### config.mk
export PLATFORM = sky130hd
export DESIGN_NAME = process_slot_round_robin_scheduler_core
export DESIGN_NICKNAME = d
export VERILOG_FILES = /design/src/rtl/prr_pkg.sv /design/src/rtl/process_slot_round_robin_scheduler_core.sv /design/src/rtl/prr_ram.sv /design/src/rtl/prr_ctrl.sv /design/src/rtl/prr_dp.sv
export SDC_FILE = /design/constraint.sdc
export NUM_CORES = 1
export LEC_CHECK = 0
export BUFFER_PORTS_ARGS = -buffer_cell sky130_fd_sc_hd__buf_2
export CAP_MARGIN = 20
export CORE_AREA = 2 2 169 171
export CTS_BUF_LIST = sky130_fd_sc_hd__clkbuf_4 sky130_fd_sc_hd__clkbuf_8
export CTS_CLUSTER_SIZE = 24
export DETAILED_ROUTE_END_ITERATION = 8
export DIE_AREA = 0 0 171 173
export PLACE_DENSITY = 0.78
export SETUP_SLACK_MARGIN = 0.2
export SLEW_MARGIN = 20
export SYNTH_ARGS = -nofsm -noshare
export SYNTH_HDL_FRONTEND = slang
export SYNTH_SLANG_ARGS = --single-unit
### constraint.sdc
create_clock -name aclk -period 5.2 [get_ports aclk]
set_input_delay 0 -clock aclk [delete_from_list [all_inputs] [get_ports aclk]]
set_output_delay 0 -clock aclk [all_outputs]
set_load 0.005 [all_outputs]
### src/rtl/prr_pkg.sv
// Shared types and constants for the process slot round-robin scheduler.
`timescale 1ns / 1ps
`default_nettype none

package prr_pkg;

    localparam int SLOTS_DEF = 16;

    localparam int CMD_W    = 3;
    localparam int SLOT_W   = 4;
    localparam int ID_W     = 16;
    localparam int STATUS_W = 3;

    localparam int IN_BITS    = CMD_W + SLOT_W + ID_W;
    localparam int OUT_BITS   = STATUS_W + SLOT_W + ID_W;
    localparam int S_TDATA_W  = ((IN_BITS + 7) / 8) * 8;
    localparam int M_TDATA_W  = ((OUT_BITS + 7) / 8) * 8;

    localparam logic [ID_W-1:0] FIRST_ID = ID_W'(1);

    typedef enum logic [CMD_W-1:0] {
        CMD_CREATE   = 3'd0,
        CMD_FREE     = 3'd1,
        CMD_SLEEP    = 3'd2,
        CMD_WAKE     = 3'd3,
        CMD_SCHEDULE = 3'd4,
        CMD_FIND     = 3'd5
    } cmd_t;

    typedef enum logic [STATUS_W-1:0] {
        STS_OK       = 3'd0,
        STS_FULL     = 3'd1,
        STS_NONE     = 3'd2,
        STS_NOTFOUND = 3'd3,
        STS_EMPTY    = 3'd4
    } status_t;

    // Where the id of a pending result comes from.
    typedef enum logic [1:0] {
        ID_ZERO = 2'd0,
        ID_RAM  = 2'd1,
        ID_PEND = 2'd2
    } id_src_t;

    typedef enum logic [2:0] {
        ST_IDLE   = 3'b001,
        ST_SCAN   = 3'b010,
        ST_RESULT = 3'b100
    } state_t;

    // Controller to datapath.
    typedef struct packed {
        logic accept;
        logic scan_step;
        logic load_out;
    } ctl_cmd_t;

    // Datapath to controller.
    typedef struct packed {
        logic in_find;
        logic scan_done;
        logic out_free;
    } ctl_sts_t;

endpackage

`default_nettype wire

### src/rtl/process_slot_round_robin_scheduler_core.sv
// Top level of the process slot round-robin scheduler.
//
//   channel | dir | tdata fields, lowest bit first
//   --------+-----+-----------------------------------------------
//   s_      | in  | cmd[2:0], slot[6:3], query_id[22:7], zero[23]
//   m_      | out | status[2:0], result_slot[6:3], result_id[22:7], zero[23]
//
// Create, free, sleep, wake, schedule and unknown commands go from the transfer
// straight to the result state: the transfer updates the slot marks and writes
// or reads the id store, and the result state loads the output register once it
// is free. Find first sweeps the id store one slot a cycle. A stalled m_ channel
// holds the result stage and with it s_tready. Reset is synchronous on aresetn
// and clears all slot marks; next_id returns to one.
`timescale 1ns / 1ps
`default_nettype none

module process_slot_round_robin_scheduler_core
    import prr_pkg::*;
#(
    parameter int SLOTS = SLOTS_DEF
) (
    input  wire logic                 aclk,
    input  wire logic                 aresetn,
    input  wire logic                 s_tvalid,
    output logic                      s_tready,
    input  wire logic [S_TDATA_W-1:0] s_tdata,   // cmd, slot, query_id
    output logic                      m_tvalid,
    input  wire logic                 m_tready,
    output logic      [M_TDATA_W-1:0] m_tdata    // status, result_slot, result_id
);

    ctl_cmd_t ctl_cmd;
    ctl_sts_t ctl_sts;

    prr_ctrl u_ctrl (
        .aclk     (aclk),
        .aresetn  (aresetn),
        .s_tvalid (s_tvalid),
        .s_tready (s_tready),
        .sts      (ctl_sts),
        .cmd      (ctl_cmd)
    );

    prr_dp #(
        .SLOTS (SLOTS)
    ) u_dp (
        .aclk     (aclk),
        .aresetn  (aresetn),
        .s_tdata  (s_tdata),
        .m_tdata  (m_tdata),
        .m_tvalid (m_tvalid),
        .m_tready (m_tready),
        .cmd      (ctl_cmd),
        .sts      (ctl_sts)
    );

endmodule

`default_nettype wire

### src/rtl/prr_ram.sv
// Generic single-write, single-read RAM with registered read data.
`timescale 1ns / 1ps
`default_nettype none

module prr_ram #(
    parameter int WIDTH = 16,
    parameter int DEPTH = 16
) (
    input  wire logic                     aclk,
    input  wire logic                     we,
    input  wire logic [$clog2(DEPTH)-1:0] waddr,
    input  wire logic [WIDTH-1:0]         wdata,
    input  wire logic                     re,
    input  wire logic [$clog2(DEPTH)-1:0] raddr,
    output logic      [WIDTH-1:0]         rdata
);

    logic [WIDTH-1:0] mem [DEPTH];

    always_ff @(posedge aclk) begin
        if (we) begin
            mem[waddr] <= wdata;
        end
        if (re) begin
            rdata <= mem[raddr];
        end
    end

endmodule

`default_nettype wire

### src/rtl/prr_ctrl.sv
// Control state machine: accept, id search sweep, result hand-off.
`timescale 1ns / 1ps
`default_nettype none

module prr_ctrl
    import prr_pkg::*;
(
    input  wire logic     aclk,
    input  wire logic     aresetn,
    input  wire logic     s_tvalid,
    output logic          s_tready,
    input  wire ctl_sts_t sts,
    output ctl_cmd_t      cmd
);

    state_t state_reg, state_next;

    assign s_tready = (state_reg == ST_IDLE);

    always_comb begin
        state_next    = state_reg;
        cmd.accept    = 1'b0;
        cmd.scan_step = 1'b0;
        cmd.load_out  = 1'b0;
        case (state_reg)
            ST_IDLE: begin
                if (s_tvalid) begin
                    cmd.accept = 1'b1;
                    state_next = sts.in_find ? ST_SCAN : ST_RESULT;
                end
            end
            ST_SCAN: begin
                cmd.scan_step = 1'b1;
                if (sts.scan_done) begin
                    state_next = ST_RESULT;
                end
            end
            ST_RESULT: begin
                // hold until the output register can take the result
                if (sts.out_free) begin
                    cmd.load_out = 1'b1;
                    state_next   = ST_IDLE;
                end
            end
            default: begin
                state_next = ST_IDLE;
            end
        endcase
    end

    always_ff @(posedge aclk) begin
        if (!aresetn) begin
            state_reg <= ST_IDLE;
        end else begin
            state_reg <= state_next;
        end
    end

    a_accept_blocks: assert property (@(posedge aclk) disable iff (!aresetn)
        cmd.accept |=> !s_tready)
        else $error("input taken again right after a transfer");

    a_result_holds: assert property (@(posedge aclk) disable iff (!aresetn)
        (state_reg == ST_RESULT) && !sts.out_free |=> (state_reg == ST_RESULT))
        else $error("result dropped while output busy");

    a_scan_ends: assert property (@(posedge aclk) disable iff (!aresetn)
        (state_reg == ST_SCAN) && sts.scan_done |=> (state_reg == ST_RESULT))
        else $error("search did not hand over its result");

endmodule

`default_nettype wire

### src/rtl/prr_dp.sv
// Datapath: slot marks, id store, selection logic and output register.
`timescale 1ns / 1ps
`default_nettype none

module prr_dp
    import prr_pkg::*;
#(
    parameter int SLOTS = SLOTS_DEF
) (
    input  wire logic                 aclk,
    input  wire logic                 aresetn,
    input  wire logic [S_TDATA_W-1:0] s_tdata,
    output logic      [M_TDATA_W-1:0] m_tdata,
    output logic                      m_tvalid,
    input  wire logic                 m_tready,
    input  wire ctl_cmd_t             cmd,
    output ctl_sts_t                  sts
);

    localparam int SW = $clog2(SLOTS);

    logic [SLOTS-1:0] occ_reg, occ_next;
    logic [SLOTS-1:0] run_reg, run_next;
    logic [SLOTS-1:0] srv_reg, srv_next;
    logic [ID_W-1:0]  next_id_reg, next_id_next;
    logic             cur_valid_reg, cur_valid_next;
    logic [SW-1:0]    cur_idx_reg, cur_idx_next;

    logic [SW-1:0]    scan_reg, scan_next;
    logic [ID_W-1:0]  query_reg, query_next;

    status_t          pend_status_reg, pend_status_next;
    logic [SW-1:0]    pend_slot_reg, pend_slot_next;
    logic [ID_W-1:0]  pend_id_reg, pend_id_next;
    id_src_t          pend_src_reg, pend_src_next;

    logic             out_valid_reg;
    status_t          out_status_reg;
    logic [SLOT_W-1:0] out_slot_reg;
    logic [ID_W-1:0]  out_id_reg;

    cmd_t             in_cmd;
    logic [SLOT_W-1:0] in_slot;
    logic [ID_W-1:0]  in_query;

    logic [SW-1:0]    tgt;
    logic             tgt_ok;
    logic             free_any;
    logic [SW-1:0]    free_idx;
    logic [SLOTS-1:0] ready_vec, cand_vec, sel_vec;
    logic             rdy_any;
    logic [SW-1:0]    pick_idx;
    logic [SLOTS-1:0] one_slot;

    logic             ram_we;
    logic             ram_re;
    logic [SW-1:0]    ram_raddr;
    logic [ID_W-1:0]  ram_rdata;

    logic             scan_hit;
    logic             scan_last;
    logic [ID_W-1:0]  id_sel;

    assign in_cmd   = cmd_t'(s_tdata[CMD_W-1:0]);
    assign in_slot  = s_tdata[CMD_W +: SLOT_W];
    assign in_query = s_tdata[CMD_W + SLOT_W +: ID_W];

    assign tgt    = SW'(in_slot);
    assign tgt_ok = (32'(in_slot) < SLOTS) && occ_reg[tgt];

    assign ready_vec = occ_reg & run_reg;
    assign cand_vec  = ready_vec & ~srv_reg;
    // start a new round when every runnable slot has been served
    assign sel_vec   = (cand_vec != '0) ? cand_vec : ready_vec;
    assign rdy_any   = (ready_vec != '0);
    assign free_any  = (~occ_reg != '0);

    always_comb begin
        free_idx = '0;
        pick_idx = '0;
        for (int i = SLOTS - 1; i >= 0; i--) begin
            if (!occ_reg[i]) begin
                free_idx = SW'(i);
            end
            if (sel_vec[i]) begin
                pick_idx = SW'(i);
            end
        end
    end

    assign one_slot = {{(SLOTS-1){1'b0}}, 1'b1} << pick_idx;

    assign scan_hit  = occ_reg[scan_reg] && (ram_rdata == query_reg);
    assign scan_last = (scan_reg == SW'(SLOTS - 1));

    assign sts.in_find   = (in_cmd == CMD_FIND);
    assign sts.scan_done = scan_hit || scan_last;
    assign sts.out_free  = !out_valid_reg || m_tready;

    always_comb begin
        occ_next         = occ_reg;
        run_next         = run_reg;
        srv_next         = srv_reg;
        next_id_next     = next_id_reg;
        cur_valid_next   = cur_valid_reg;
        cur_idx_next     = cur_idx_reg;
        scan_next        = scan_reg;
        query_next       = query_reg;
        pend_status_next = pend_status_reg;
        pend_slot_next   = pend_slot_reg;
        pend_id_next     = pend_id_reg;
        pend_src_next    = pend_src_reg;
        ram_we           = 1'b0;
        ram_re           = 1'b0;
        ram_raddr        = tgt;

        if (cmd.accept) begin
            pend_status_next = STS_OK;
            pend_slot_next   = '0;
            pend_src_next    = ID_ZERO;
            case (in_cmd)
                CMD_CREATE: begin
                    if (free_any) begin
                        occ_next[free_idx] = 1'b1;
                        run_next[free_idx] = 1'b1;
                        srv_next[free_idx] = 1'b0;
                        ram_we             = 1'b1;
                        pend_slot_next     = free_idx;
                        pend_id_next       = next_id_reg;
                        pend_src_next      = ID_PEND;
                        next_id_next       = next_id_reg + ID_W'(1);
                    end else begin
                        pend_status_next = STS_FULL;
                    end
                end
                CMD_FREE: begin
                    if (tgt_ok) begin
                        occ_next[tgt] = 1'b0;
                        run_next[tgt] = 1'b0;
                        srv_next[tgt] = 1'b0;
                        if (cur_valid_reg && (cur_idx_reg == tgt)) begin
                            cur_valid_next = 1'b0;
                        end
                        ram_re         = 1'b1;
                        pend_slot_next = tgt;
                        pend_src_next  = ID_RAM;
                    end else begin
                        pend_status_next = STS_EMPTY;
                    end
                end
                CMD_SLEEP, CMD_WAKE: begin
                    if (tgt_ok) begin
                        run_next[tgt]  = (in_cmd == CMD_WAKE);
                        ram_re         = 1'b1;
                        pend_slot_next = tgt;
                        pend_src_next  = ID_RAM;
                    end else begin
                        pend_status_next = STS_EMPTY;
                    end
                end
                CMD_SCHEDULE: begin
                    if (rdy_any) begin
                        srv_next       = ((cand_vec != '0) ? srv_reg : '0) | one_slot;
                        cur_valid_next = 1'b1;
                        cur_idx_next   = pick_idx;
                        ram_re         = 1'b1;
                        ram_raddr      = pick_idx;
                        pend_slot_next = pick_idx;
                        pend_src_next  = ID_RAM;
                    end else begin
                        pend_status_next = STS_NONE;
                    end
                end
                CMD_FIND: begin
                    scan_next  = '0;
                    query_next = in_query;
                    ram_re     = 1'b1;
                    ram_raddr  = '0;
                end
                default: begin
                    pend_status_next = STS_OK;
                end
            endcase
        end else if (cmd.scan_step) begin
            if (scan_hit) begin
                pend_status_next = STS_OK;
                pend_slot_next   = scan_reg;
                pend_id_next     = ram_rdata;
                pend_src_next    = ID_PEND;
            end else if (scan_last) begin
                pend_status_next = STS_NOTFOUND;
                pend_slot_next   = '0;
                pend_src_next    = ID_ZERO;
            end else begin
                // advance the sweep one slot
                scan_next = scan_reg + SW'(1);
                ram_re    = 1'b1;
                ram_raddr = scan_reg + SW'(1);
            end
        end
    end

    prr_ram #(
        .WIDTH (ID_W),
        .DEPTH (SLOTS)
    ) u_id_ram (
        .aclk  (aclk),
        .we    (ram_we),
        .waddr (free_idx),
        .wdata (next_id_reg),
        .re    (ram_re),
        .raddr (ram_raddr),
        .rdata (ram_rdata)
    );

    always_comb begin
        case (pend_src_reg)
            ID_RAM:  id_sel = ram_rdata;
            ID_PEND: id_sel = pend_id_reg;
            default: id_sel = '0;
        endcase
    end

    always_ff @(posedge aclk) begin
        if (!aresetn) begin
            occ_reg       <= '0;
            run_reg       <= '0;
            srv_reg       <= '0;
            next_id_reg   <= FIRST_ID;
            cur_valid_reg <= 1'b0;
            cur_idx_reg   <= '0;
            out_valid_reg <= 1'b0;
        end else begin
            occ_reg       <= occ_next;
            run_reg       <= run_next;
            srv_reg       <= srv_next;
            next_id_reg   <= next_id_next;
            cur_valid_reg <= cur_valid_next;
            cur_idx_reg   <= cur_idx_next;
            if (cmd.load_out) begin
                out_valid_reg <= 1'b1;
            end else if (m_tready) begin
                out_valid_reg <= 1'b0;
            end
        end
    end

    always_ff @(posedge aclk) begin
        scan_reg        <= scan_next;
        query_reg       <= query_next;
        pend_status_reg <= pend_status_next;
        pend_slot_reg   <= pend_slot_next;
        pend_id_reg     <= pend_id_next;
        pend_src_reg    <= pend_src_next;
        if (cmd.load_out) begin
            out_status_reg <= pend_status_reg;
            out_slot_reg   <= SLOT_W'(pend_slot_reg);
            out_id_reg     <= id_sel;
        end
    end

    assign m_tvalid = out_valid_reg;
    assign m_tdata  = {{(M_TDATA_W - OUT_BITS){1'b0}}, out_id_reg, out_slot_reg,
                       out_status_reg};

    a_marks_need_slot: assert property (@(posedge aclk) disable iff (!aresetn)
        ((run_reg | srv_reg) & ~occ_reg) == '0)
        else $error("runnable or served mark on a free slot");

    a_current_occupied: assert property (@(posedge aclk) disable iff (!aresetn)
        cur_valid_reg |-> occ_reg[cur_idx_reg])
        else $error("current slot points at a free slot");

    a_load_shows: assert property (@(posedge aclk) disable iff (!aresetn)
        cmd.load_out |=> m_tvalid)
        else $error("loaded result not presented");

endmodule

`default_nettype wire

==> Yosys cells after proc, flatten, opt, wreduce, memory -nomap -nowiden <==
Memories as Yosys holds them, arrays and structs flattened. A register that Yosys moved wholly into a read port is not among the register bits.
Cells that the tools add are included.
{ "word_totals": {"register_bits": 136, "mem_bits_rw": 256, "input_bits": 28, "output_inout_bits": 26, "memories": 1} }
{ "classes": {"addsub": 2, "n_lt_le_gt_ge": 5, "n_eq_ne": 24, "shifts": 1, "mux": 119, "n_bitwise": 13, "reduce_logical": 28} }
{ "mem_list": {"columns": ["memory", "depth", "width", "rd", "rd_ports_with_merged_regs", "write_ports", "line_no", "source"], "rows": [
  ["u_dp.u_id_ram.mem", 16, 16, 1, 1, 1, "prr_ram.sv:18", "logic [WIDTH-1:0] mem [DEPTH];"]
]} }
{ "ops": {"columns": ["operator", "n"], "rows": [
  ["$mux 16", 15],
  ["$mux 4", 49],
  ["$and 16x16->16", 6],
  ["$pmux 16 s3", 2],
  ["$not 16->16", 4],
  ["$pmux 16 s2", 2],
  ["$or 16x16->16", 3],
  ["$reduce_bool 16->1", 3],
  ["$mux 3", 9],
  ["$mux 1", 25],
  ["$pmux 3 s3", 2],
  ["$add 16x1->16 const B", 1],
  ["$bwmux 16", 1],
  ["$eq 16x16->1", 1],
  ["$shl 1x4->16 const A", 1],
  ["$lt 4x5->1 const B", 3],
  ["$ne 2x1->1 const B", 7],
  ["$mux 2", 6],
  ["$pmux 4 s3", 1],
  ["$reduce_and 4->1", 3],
  ["$ne 2x2->1 const B", 5],
  ["$reduce_and 5->1", 2],
  ["$eq 3x2->1 const B", 3],
  ["$eq 3x3->1 const B", 3],
  ["other kinds (21)", 35]
]} }

==> Longest topological paths before layout <==
Gate-level depths: netlist of run 1.
{ "depth": {"depth_word": 24, "depth_mapped": 17, "depth_no_buf": 12} }

==> Cells and area by module <==
From an unflattened synthesis of run 1, not the netlist that was laid out.
{ "unflattened": {"cells_unflattened": 1257, "hier_area_um2": 17910.9} }
{ "by_module_without_submodules": {"columns": ["mod", "instances", "cells_each", "area_per_inst_um2"], "rows": [
  ["prr_ram", 1, 432, 10203.5],
  ["prr_dp", 1, 808, 7532.2],
  ["prr_ctrl", 1, 17, 175.2]
]} }

==> Worst setup path after synthesis of run 1 <==
No wires, ideal clock.
{ "synth_timing": {"path_kind": "register to register", "start": "reg u_dp.occ_reg[3]", "end": "reg u_dp.u_id_ram.rdata[10], read port of u_dp.u_id_ram.mem (data pin)", "setup_ps": 272, "t_arrival_ps": 3609, "required_ps": 4928, "setup_slack_ps": 1319, "path_stages_with_launch": 17, "path_buffers": 4, "cell_sequence": "dfxtp_1 -> buf_2 -> nand3b_1 -> o2111ai_1 -> or4_1 -> buf_2 -> a21oi_1 -> nor2b_1 -> a211oi_1 -> a21oi_2 -> o21ba_2 -> o21ai_1 -> buf_2 -> buf_2 -> mux2i_1 -> o22ai_1 -> or4_1"} }
{ "synth_via": {"elab_chain_len": 23, "word_cells_on_any_way": 37, "cone_classes": "mux: 32; bitwise: 2; reduce/logical: 3"} }
{ "synth_lines": {"columns": ["element", "line_no", "source"], "rows": [
  ["start: declaration", "prr_dp.sv:22", "logic [SLOTS-1:0] occ_reg, occ_next;"],
  ["start signal: assignment", "prr_dp.sv:234", "occ_reg <= occ_next;"],
  ["$and 16x16->16", "prr_dp.sv:71", "assign ready_vec = occ_reg & run_reg;"],
  ["$and 16x16->16", "prr_dp.sv:72", "assign cand_vec = ready_vec & ~srv_reg;"],
  ["$reduce_bool 16->1", "prr_dp.sv:74", "assign sel_vec = (cand_vec != '0) ? cand_vec : ready_vec;"],
  ["$mux 16", "prr_dp.sv:74", null],
  ["$mux 4 (16 in series)", "prr_dp.sv:85", "if (sel_vec[i]) begin"],
  ["$mux 4", "prr_dp.sv:162", "if (rdy_any) begin"],
  ["$pmux 4 s2", "prr_dp.sv:121", "case (in_cmd)"],
  ["$mux 4", "prr_dp.sv:117", "if (cmd.accept) begin"],
  ["end: declaration", "prr_ram.sv:15", "output logic [WIDTH-1:0] rdata"]
]} }
Several ways; a longest one is shown, not always the timed one. The select of a mux whose other input is x is not followed.
A chain may end at the register's enable or synchronous reset.

==> Worst setup path in the final report of run 1 <==
{ "layout_timing": {"start": "reg u_dp.srv_reg[4]", "end": "reg u_dp.u_id_ram.rdata[6], read port of u_dp.u_id_ram.mem (data pin)"} }
{ "layout_via": {"elab_chain_len": 23} }
{ "layout_lines": {"columns": ["element", "line_no", "source"], "rows": [
  ["start: declaration", "prr_dp.sv:24", "logic [SLOTS-1:0] srv_reg, srv_next;"],
  ["start signal: assignment", "prr_dp.sv:236", "srv_reg <= srv_next;"],
  ["$not 16->16 (*)", "prr_dp.sv:72", null],
  ["$and 16x16->16 (*)", "prr_dp.sv:72", null],
  ["$reduce_bool 16->1", "prr_dp.sv:74", null],
  ["$mux 16 (*)", "prr_dp.sv:74", null],
  ["$mux 4 (15 in series)", "prr_dp.sv:85", null],
  ["$mux 4 (*)", "prr_dp.sv:85", null],
  ["$mux 4 (*)", "prr_dp.sv:162", null],
  ["$pmux 4 s2 (*)", "prr_dp.sv:121", null],
  ["$mux 4 (*)", "prr_dp.sv:117", null]
]} }
Every way passes the cells marked *; elsewhere a longest branch is shown, timed or not.

==> results of run 1 <==
## worst min-delay path, delay by kind of cell
family          cells  cell delay, ns
compound gates      2            0.25
buf+inv             1            0.20
simple gates        1            0.16
## placed cells by master (no fill, tap or decap), drive strengths merged, types with 23 or more instances in the layout
master / n
clkbuf: 97
o22ai: 66
buf: 93
a21oi: 48
nor2: 80
and2: 23
edfxtp: 340
xnor2: 28
nand2: 147
o21ai: 76
dfxtp: 68
mux2i: 128
## per-layer routing
metal	track usage (%)	vias to the layer above
met2	49.61	724
met3	6.020	125
met5	0	-
li1	-	5482
met1	43.81	6072
met4	11.69	0
## cell families after synthesis
family | after synthesis
multiplexers | 144
XOR/XNOR | 31
buffers and inverters | 94
flip-flops | 408
AO/OA/AOI/OAI | 310
adder cells (fa/ha/maj) | 4
AND/OR/NAND/NOR | 383
other | 1
## power groups by stage
| stage | clock network (mW) | logic, mW | registers (mW) |
|---|---|---|---|
| 6_report | 2.75 | 0.394 | 3.56 |
| 5_1_grt | 2.91 | 0.418 | 3.56 |
| 4_1_cts | 2.77 | 0.385 | 3.56 |
| 3_5_place_dp | 0 | 0.372 | 3.63 |
| 3_3_place_gp | 0 | 0.366 | 3.63 |
| 2_1_floorplan | 0 | 0.263 | 3.62 |
## area by class of cell
class                      count  area [um^2]
timing repair buffer         113        820.8
multi-input combinational    873         5944
sequential                   408        11570
tap                          378        473.0
clock buffer                  97         1172
clock inverter                16        142.6
inverter                      13        48.80
fill                        1819         7456
## how the worst max path moves through the flow
stage                                    to  slack [ns]
floorplan           u_dp.u_id_ram.rdata[10]        1.32
finish               u_dp.u_id_ram.rdata[6]        0.55
detailed placement   u_dp.u_id_ram.rdata[2]        0.61
global placement     u_dp.u_id_ram.rdata[3]        0.67
CTS                  u_dp.u_id_ram.rdata[2]        0.59
global route         u_dp.u_id_ram.rdata[2]        0.34
## repair_timing
action,CTS,global route
hold buffers,20,0
hold endpoints to repair,43,0
endpoints found under the setup margin,0,0
==> results by group, run 1 <==
Run status
  • Status: complete, no violations

Synth
  • Synthesized instance count: 1375
  • Largest family of logic cells by synthesized area: compound AO/OA/AOI/OAI gates
  • Synth Area in Simple Gates: 10.66%
  • Commonest cells post-synth: 340 x edfxtp_1, 137 x nand2_1, 128 x mux2i_1
  • Post-synth EDFFs: 340
  • Post-Synth XOR/XNOR Area: 1.519%
  • Syn nets: 1407
  • Mean Syn Cell Area: 13.00 um^2
  • Synth Area in Compound Gates: 11.51%
  • Post-synth top flop: edfxtp_1
  • FFs w/ async S/R, synth: 0%
  • Post-synthesis cell area: 17880 um^2
  • Leading area contributor after synthesis: edfxtp_1
  • Synth top area cells: edfxtp_1 57%, dfxtp_1 7.6%, mux2i_1 7.2%, nand2_1 2.9%, o22ai_1 2.3%
  • Synth warnings: 0
  • Yosys reg bits: 408
  • Synth cell types: 69
  • Seq/Total Area, Yosys: 64.73%
  • Most frequent cell after synthesis: edfxtp_1
  • Post-synthesis mux area share: 8.805%
  • Synthesized-area fraction occupied by adder cells: 0.2800%
  • Share of Yosys cell area claimed by the top area cell type: 57.11%

Placed design
  • Placed Area: 18640 um^2
  • RePlAce Congestion: 0.9765
  • Placed Instances: 1765
  • Place WS: 0.6144 ns
  • PortBufs: 51
  • DP HPWL: 29440 um

Layout
  • Design Area, Final: 20170 um^2
  • P&R area growth vs syn: 12.84%
  • Final Core Density: 73.01%
  • Layout cell share with drive strength beyond 1: 19.08%
  • N_diodes: 0
  • Top reg by flops: u_dp.u_id_ram.mem
  • Final Non-Filler Cells: 1898
  • Final nets: 1507
  • Max FFs per register: 256

Global routing
  • Total GRT Usage: 31.45%
  • Vias in the first global route: 11960
  • Initial antenna violation count: 0
  • Gr ovfl total: 0
  • First-pass GRT wire length: 69950 um
  • Largest net degree at the start of global routing: 48

Power and ir drop
  • Switching power share of the total: 22.72%
  • Combinational Power Share: 5.9%
  • NetSw: 1.525 mW
  • Reg power frac: 53.1%
  • Leak: 7.337 nW
  • Power Internal: 5.188 mW
  • Total power: 6.713 mW
  • Worst VDD drop: 0.1755 mV
  • Clock power frac: 41.0%
  • Power per cell area: 332.8 nW/um^2

Detailed routing
  • DR vias/cell: 6.535
  • Drt pass-1 iters: 6
  • Met2 wire length: 21860 um
  • Top layer in use: met4
  • Routed vias: 12400
  • WL/cell: 24.34 um
  • Met3 wire length: 4344 um
  • Met1 wire length: 18440 um
  • WL final: 46200 um
  • Iter 0 DRT Violations: 1615
  • Post-route ant nets: 0
  • # DRC: 0

Worst setup path
  • Worst path cell trace: nand3b_1 > o2111ai_1 > or4_1 > a21oi_1 > a211oi_1 > o31ai_1 > a21oi_2 > o21ba_2 > o21ai_4 > buf_12 > buf_12 > mux2i_1 > o22ai_1 > or4_1
  • Worst flop-to-flop path startpoint: u_dp.srv_reg[4]
  • Worst reg-to-reg setup slack: 0.55 ns
  • CP Data Required Time: 5.50 ns
  • Critical path peak fanout: 32
  • Crit path max-delay cell type: or4_1
  • Reg2reg path depth: 14
  • CP Class: flip-flop to flip-flop
  • WP depth: 14
  • CP peak stage delay: 0.79 ns
  • CP Buf/Inv Count: 2
  • CP Capture Type: flip-flop
  • R2r endpoint: u_dp.u_id_ram.rdata[6]
  • Cell family with most CP delay: compound AO/OA/AOI/OAI gates
  • Crit path launch type: flip-flop
  • Critical Path AT: 4.96 ns
  • Crit path launch: u_dp.srv_reg[4]

Clocking
  • Number of buffers created by CTS: 66
  • Postcts setup bufs: 0
  • Post_cts resized: 0
  • Number of buffers on the longest clock path: 3
  • Root Driver: clkbuf_8
  • Worst-Skew Late Latency: 0.60 ns
  • CTS tree: built
  • Clk sink count: 408
  • Reg clk slew, reported paths: 0.06 ns
  • H-Tree Depth: 3

Worst hold path
  • Worst hold start: s_tdata[6]
  • Hold Path End: u_dp.occ_reg[14]
  • HP Class: input pin to flip-flop
  • Worst Hold Depth: 4

STA
  • Final Slew Violations: 0
  • Slew headroom: 26.36%
  • Hold slack final: 0.07519 ns
  • Final Skew: 0.03193 ns
  • Final WS setup: 0.5497 ns
  • Period utilization: 89.43%
  • Unrepaired setup endpoints after global routing: no
  • Fin Setup TNS: 0 ns
  • Worst-Margin Slew: 1.103 ns
  • Minimum clock period: 4.650 ns
  • Peak Freq: 215.0 MHz
  • Endpoints failing hold: 0
  • # setup viols final: 0

Die
  • Starting density of the core: 64.70%
  • Die ar.: 29580 um^2
  • # rows: 61
  • Die width: 171 um
  • Die Y-Extent: 173 um
  • Core area: 27630 um^2
  • # IOs: 54

Flow run
  • Max-Cap Viols: 0
Note: power is estimated with default switching activity, not from simulation.
==> run 2, diff against run 1 <==
--- a/config.mk
+++ b/config.mk
@@ -8,7 +8,7 @@
 export BUFFER_PORTS_ARGS = -buffer_cell sky130_fd_sc_hd__buf_2
 export CAP_MARGIN = 20
 export CORE_AREA = 2 2 169 171
-export CTS_BUF_LIST = sky130_fd_sc_hd__clkbuf_4 sky130_fd_sc_hd__clkbuf_8
+export CTS_BUF_LIST = sky130_fd_sc_hd__clkbuf_16
 export CTS_CLUSTER_SIZE = 24
 export DETAILED_ROUTE_END_ITERATION = 8
 export DIE_AREA = 0 0 171 173
==> constraint.sdc (replaced) <==
create_clock -name aclk -period 6 [get_ports aclk]
set_input_delay 0 -clock aclk [delete_from_list [all_inputs] [get_ports aclk]]
set_output_delay 0 -clock aclk [all_outputs]
set_load 0.005 [all_outputs]
==> run 2 against run 1 <==
Register-to-register slack gained 0.28 ns. Fmax down 10%. Hold slack hardly changed. First-iteration DRC count shrank 11%. Utilization down 0.32 points. Worst setup slack improved by 0.28 ns. Combinational power is 17% lower. Critical path type unchanged. Largest power group unchanged.
==> results by group, run 2 (synthesis results as in run 1) <==
Layout
  • Max FFs per register: 256
  • Final Non-Filler Cells: 1846
  • Commonest non-fill, non-tap cell in the layout: edfxtp_1
  • Final nets: 1467
  • P&R area growth vs syn: 12.35%
  • Layout cell share with drive strength beyond 1: 15.80%
  • N_diodes: 0
  • Top reg by flops: u_dp.u_id_ram.mem
  • Commonest cells after routing, fill and taps aside: 340 x edfxtp_1, 137 x nand2_1, 128 x mux2i_1, 73 x o21ai_0

Clocking
  • Number of buffers on the longest clock path: 3
  • Reg clk slew, reported paths: 0.06 ns
  • Root Driver: clkbuf_16
  • CTS tree: built
  • Postcts setup bufs: 0
  • Worst-Skew Late Latency: 0.54 ns
  • Number of buffers created by CTS: 41
  • H-Tree Depth: 2
  • Clk sink count: 408

Power and ir drop
  • Power per cell area: 293.3 nW/um^2
  • Worst VDD drop: 0.2206 mV
  • Total power: 5.890 mW
  • Leak: 7.283 nW

Worst hold path
  • Worst Hold Depth: 3
  • Hold Path End: u_dp.next_id_reg[0]
  • HP Class: input pin to flip-flop
  • Worst hold start: aresetn

Global routing
  • Gr ovfl total: 0
  • Initial antenna violation count: 0
  • First-pass GRT wire length: 68460 um
  • Total GRT Usage: 30.74%
  • Vias in the first global route: 11710
  • Largest net degree at the start of global routing: 73

Placed design
  • RePlAce Congestion: 0.9805
  • DP HPWL: 29070 um
  • Placed Instances: 1751
  • PortBufs: 51

Detailed routing
  • Post-route ant nets: 0
  • Met2 wire length: 21980 um
  • Met1 wire length: 17840 um
  • DR vias/cell: 6.544
  • Met3 wire length: 3902 um
  • WL final: 45070 um
  • Top layer in use: met4
  • Routed vias: 12080
  • # DRC: 0
  • Iter 0 DRT Violations: 1430
  • WL/cell: 24.41 um
  • Drt pass-1 iters: 8

STA
  • Peak Freq: 193.3 MHz
  • Final Slew Violations: 0
  • Fin Setup TNS: 0 ns
  • Period utilization: 86.22%
  • Hold slack final: 0.07524 ns
  • Minimum clock period: 5.173 ns
  • Slew headroom: 30.97%
  • Worst-Margin Slew: 1.034 ns
  • Final Skew: 0.01944 ns
  • Endpoints failing hold: 0
  • # setup viols final: 0
  • Unrepaired setup endpoints after global routing: no

Worst setup path
  • Worst reg-to-reg setup slack: 0.83 ns
  • CP Capture Type: flip-flop
  • Reg2reg path depth: 13
  • Crit path launch: u_dp.occ_reg[3]
  • Worst flop-to-flop path startpoint: u_dp.occ_reg[3]
  • Crit path launch type: flip-flop
  • CP Data Required Time: 6.27 ns
  • Critical Path AT: 5.45 ns
  • R2r endpoint: u_dp.u_id_ram.rdata[5]
  • Critical path peak fanout: 23
  • CP Class: flip-flop to flip-flop

Die
  • Die Y-Extent: 173 um
  • # IOs: 54
  • Die ar.: 29580 um^2
  • # rows: 61
  • Core area: 27630 um^2
  • Starting density of the core: 64.70%
  • Die width: 171 um

Run status
  • Status: complete, no violations

Flow run
  • Max-Cap Viols: 0
[run 2: power by group]
group          internal [mW]  total [mW]  switching [mW]
sequential              3.07        3.09          0.0187
combinational          0.112       0.326           0.214
clock                   1.42        2.48            1.06
[run 2: timing repair]
action	4_1_cts	5_1_grt
endpoints found under the hold margin	20	0
hold buffers	19	0
gates resized for setup	0	0
[run 2: layer usage]
layer | vias to the layer above | GRT usage (%)
met2 | 664 | 51.01
met5 | - | 0
met4 | 0 | 8.969
li1 | 5401 | -
met1 | 5893 | 41.54
met3 | 123 | 5.859
[run 2: stage by stage]
stage               setup WS (ns)  util, %  area (um^2)
CTS                        0.9276    72.66        20080
global route               0.6479    72.70        20090
floorplan                   2.119        -        17880
finish                     0.8270    72.70        20090
detailed placement         0.9751    67.16        18560
global placement            1.017    67.11        18540
[run 2: worst max-delay path, cell delays in order (launching register included)]
cell       delay (ns)
dfxtp_1          0.42
nand3b_1         0.21
o2111ai_1        0.12
or4_1            0.92
a21oi_1          0.52
a211oi_1         0.09
o31ai_1          0.33
a21oi_2          0.12
o21ba_2          0.25
o21ai_4          0.67
buf_12           0.29
mux2i_1          0.24
o22ai_1          0.13
or4_1            0.56
[run 2: layout make-up]
type                            count  area (um^2)
Clock buffer                       44         1101
Fill cell                        1780         7543
Tap cell                          378        473.0
Sequential cell                   408        11570
Multi-Input combinational cell    873         5938
Timing Repair Buffer               98        725.7
Inverter                           13        48.80
Clock inverter                     32        227.7
[run 2: worst max path at each step]
stage / endpoint / slack (ns)
after CTS: u_dp.u_id_ram.rdata[10] / 0.93
after global routing: u_dp.u_id_ram.rdata[5] / 0.65
final: u_dp.u_id_ram.rdata[5] / 0.83
after floorplan: u_dp.u_id_ram.rdata[10] / 2.12
after global placement: u_dp.u_id_ram.rdata[7] / 1.02
after detailed placement: u_dp.u_id_ram.rdata[11] / 0.98
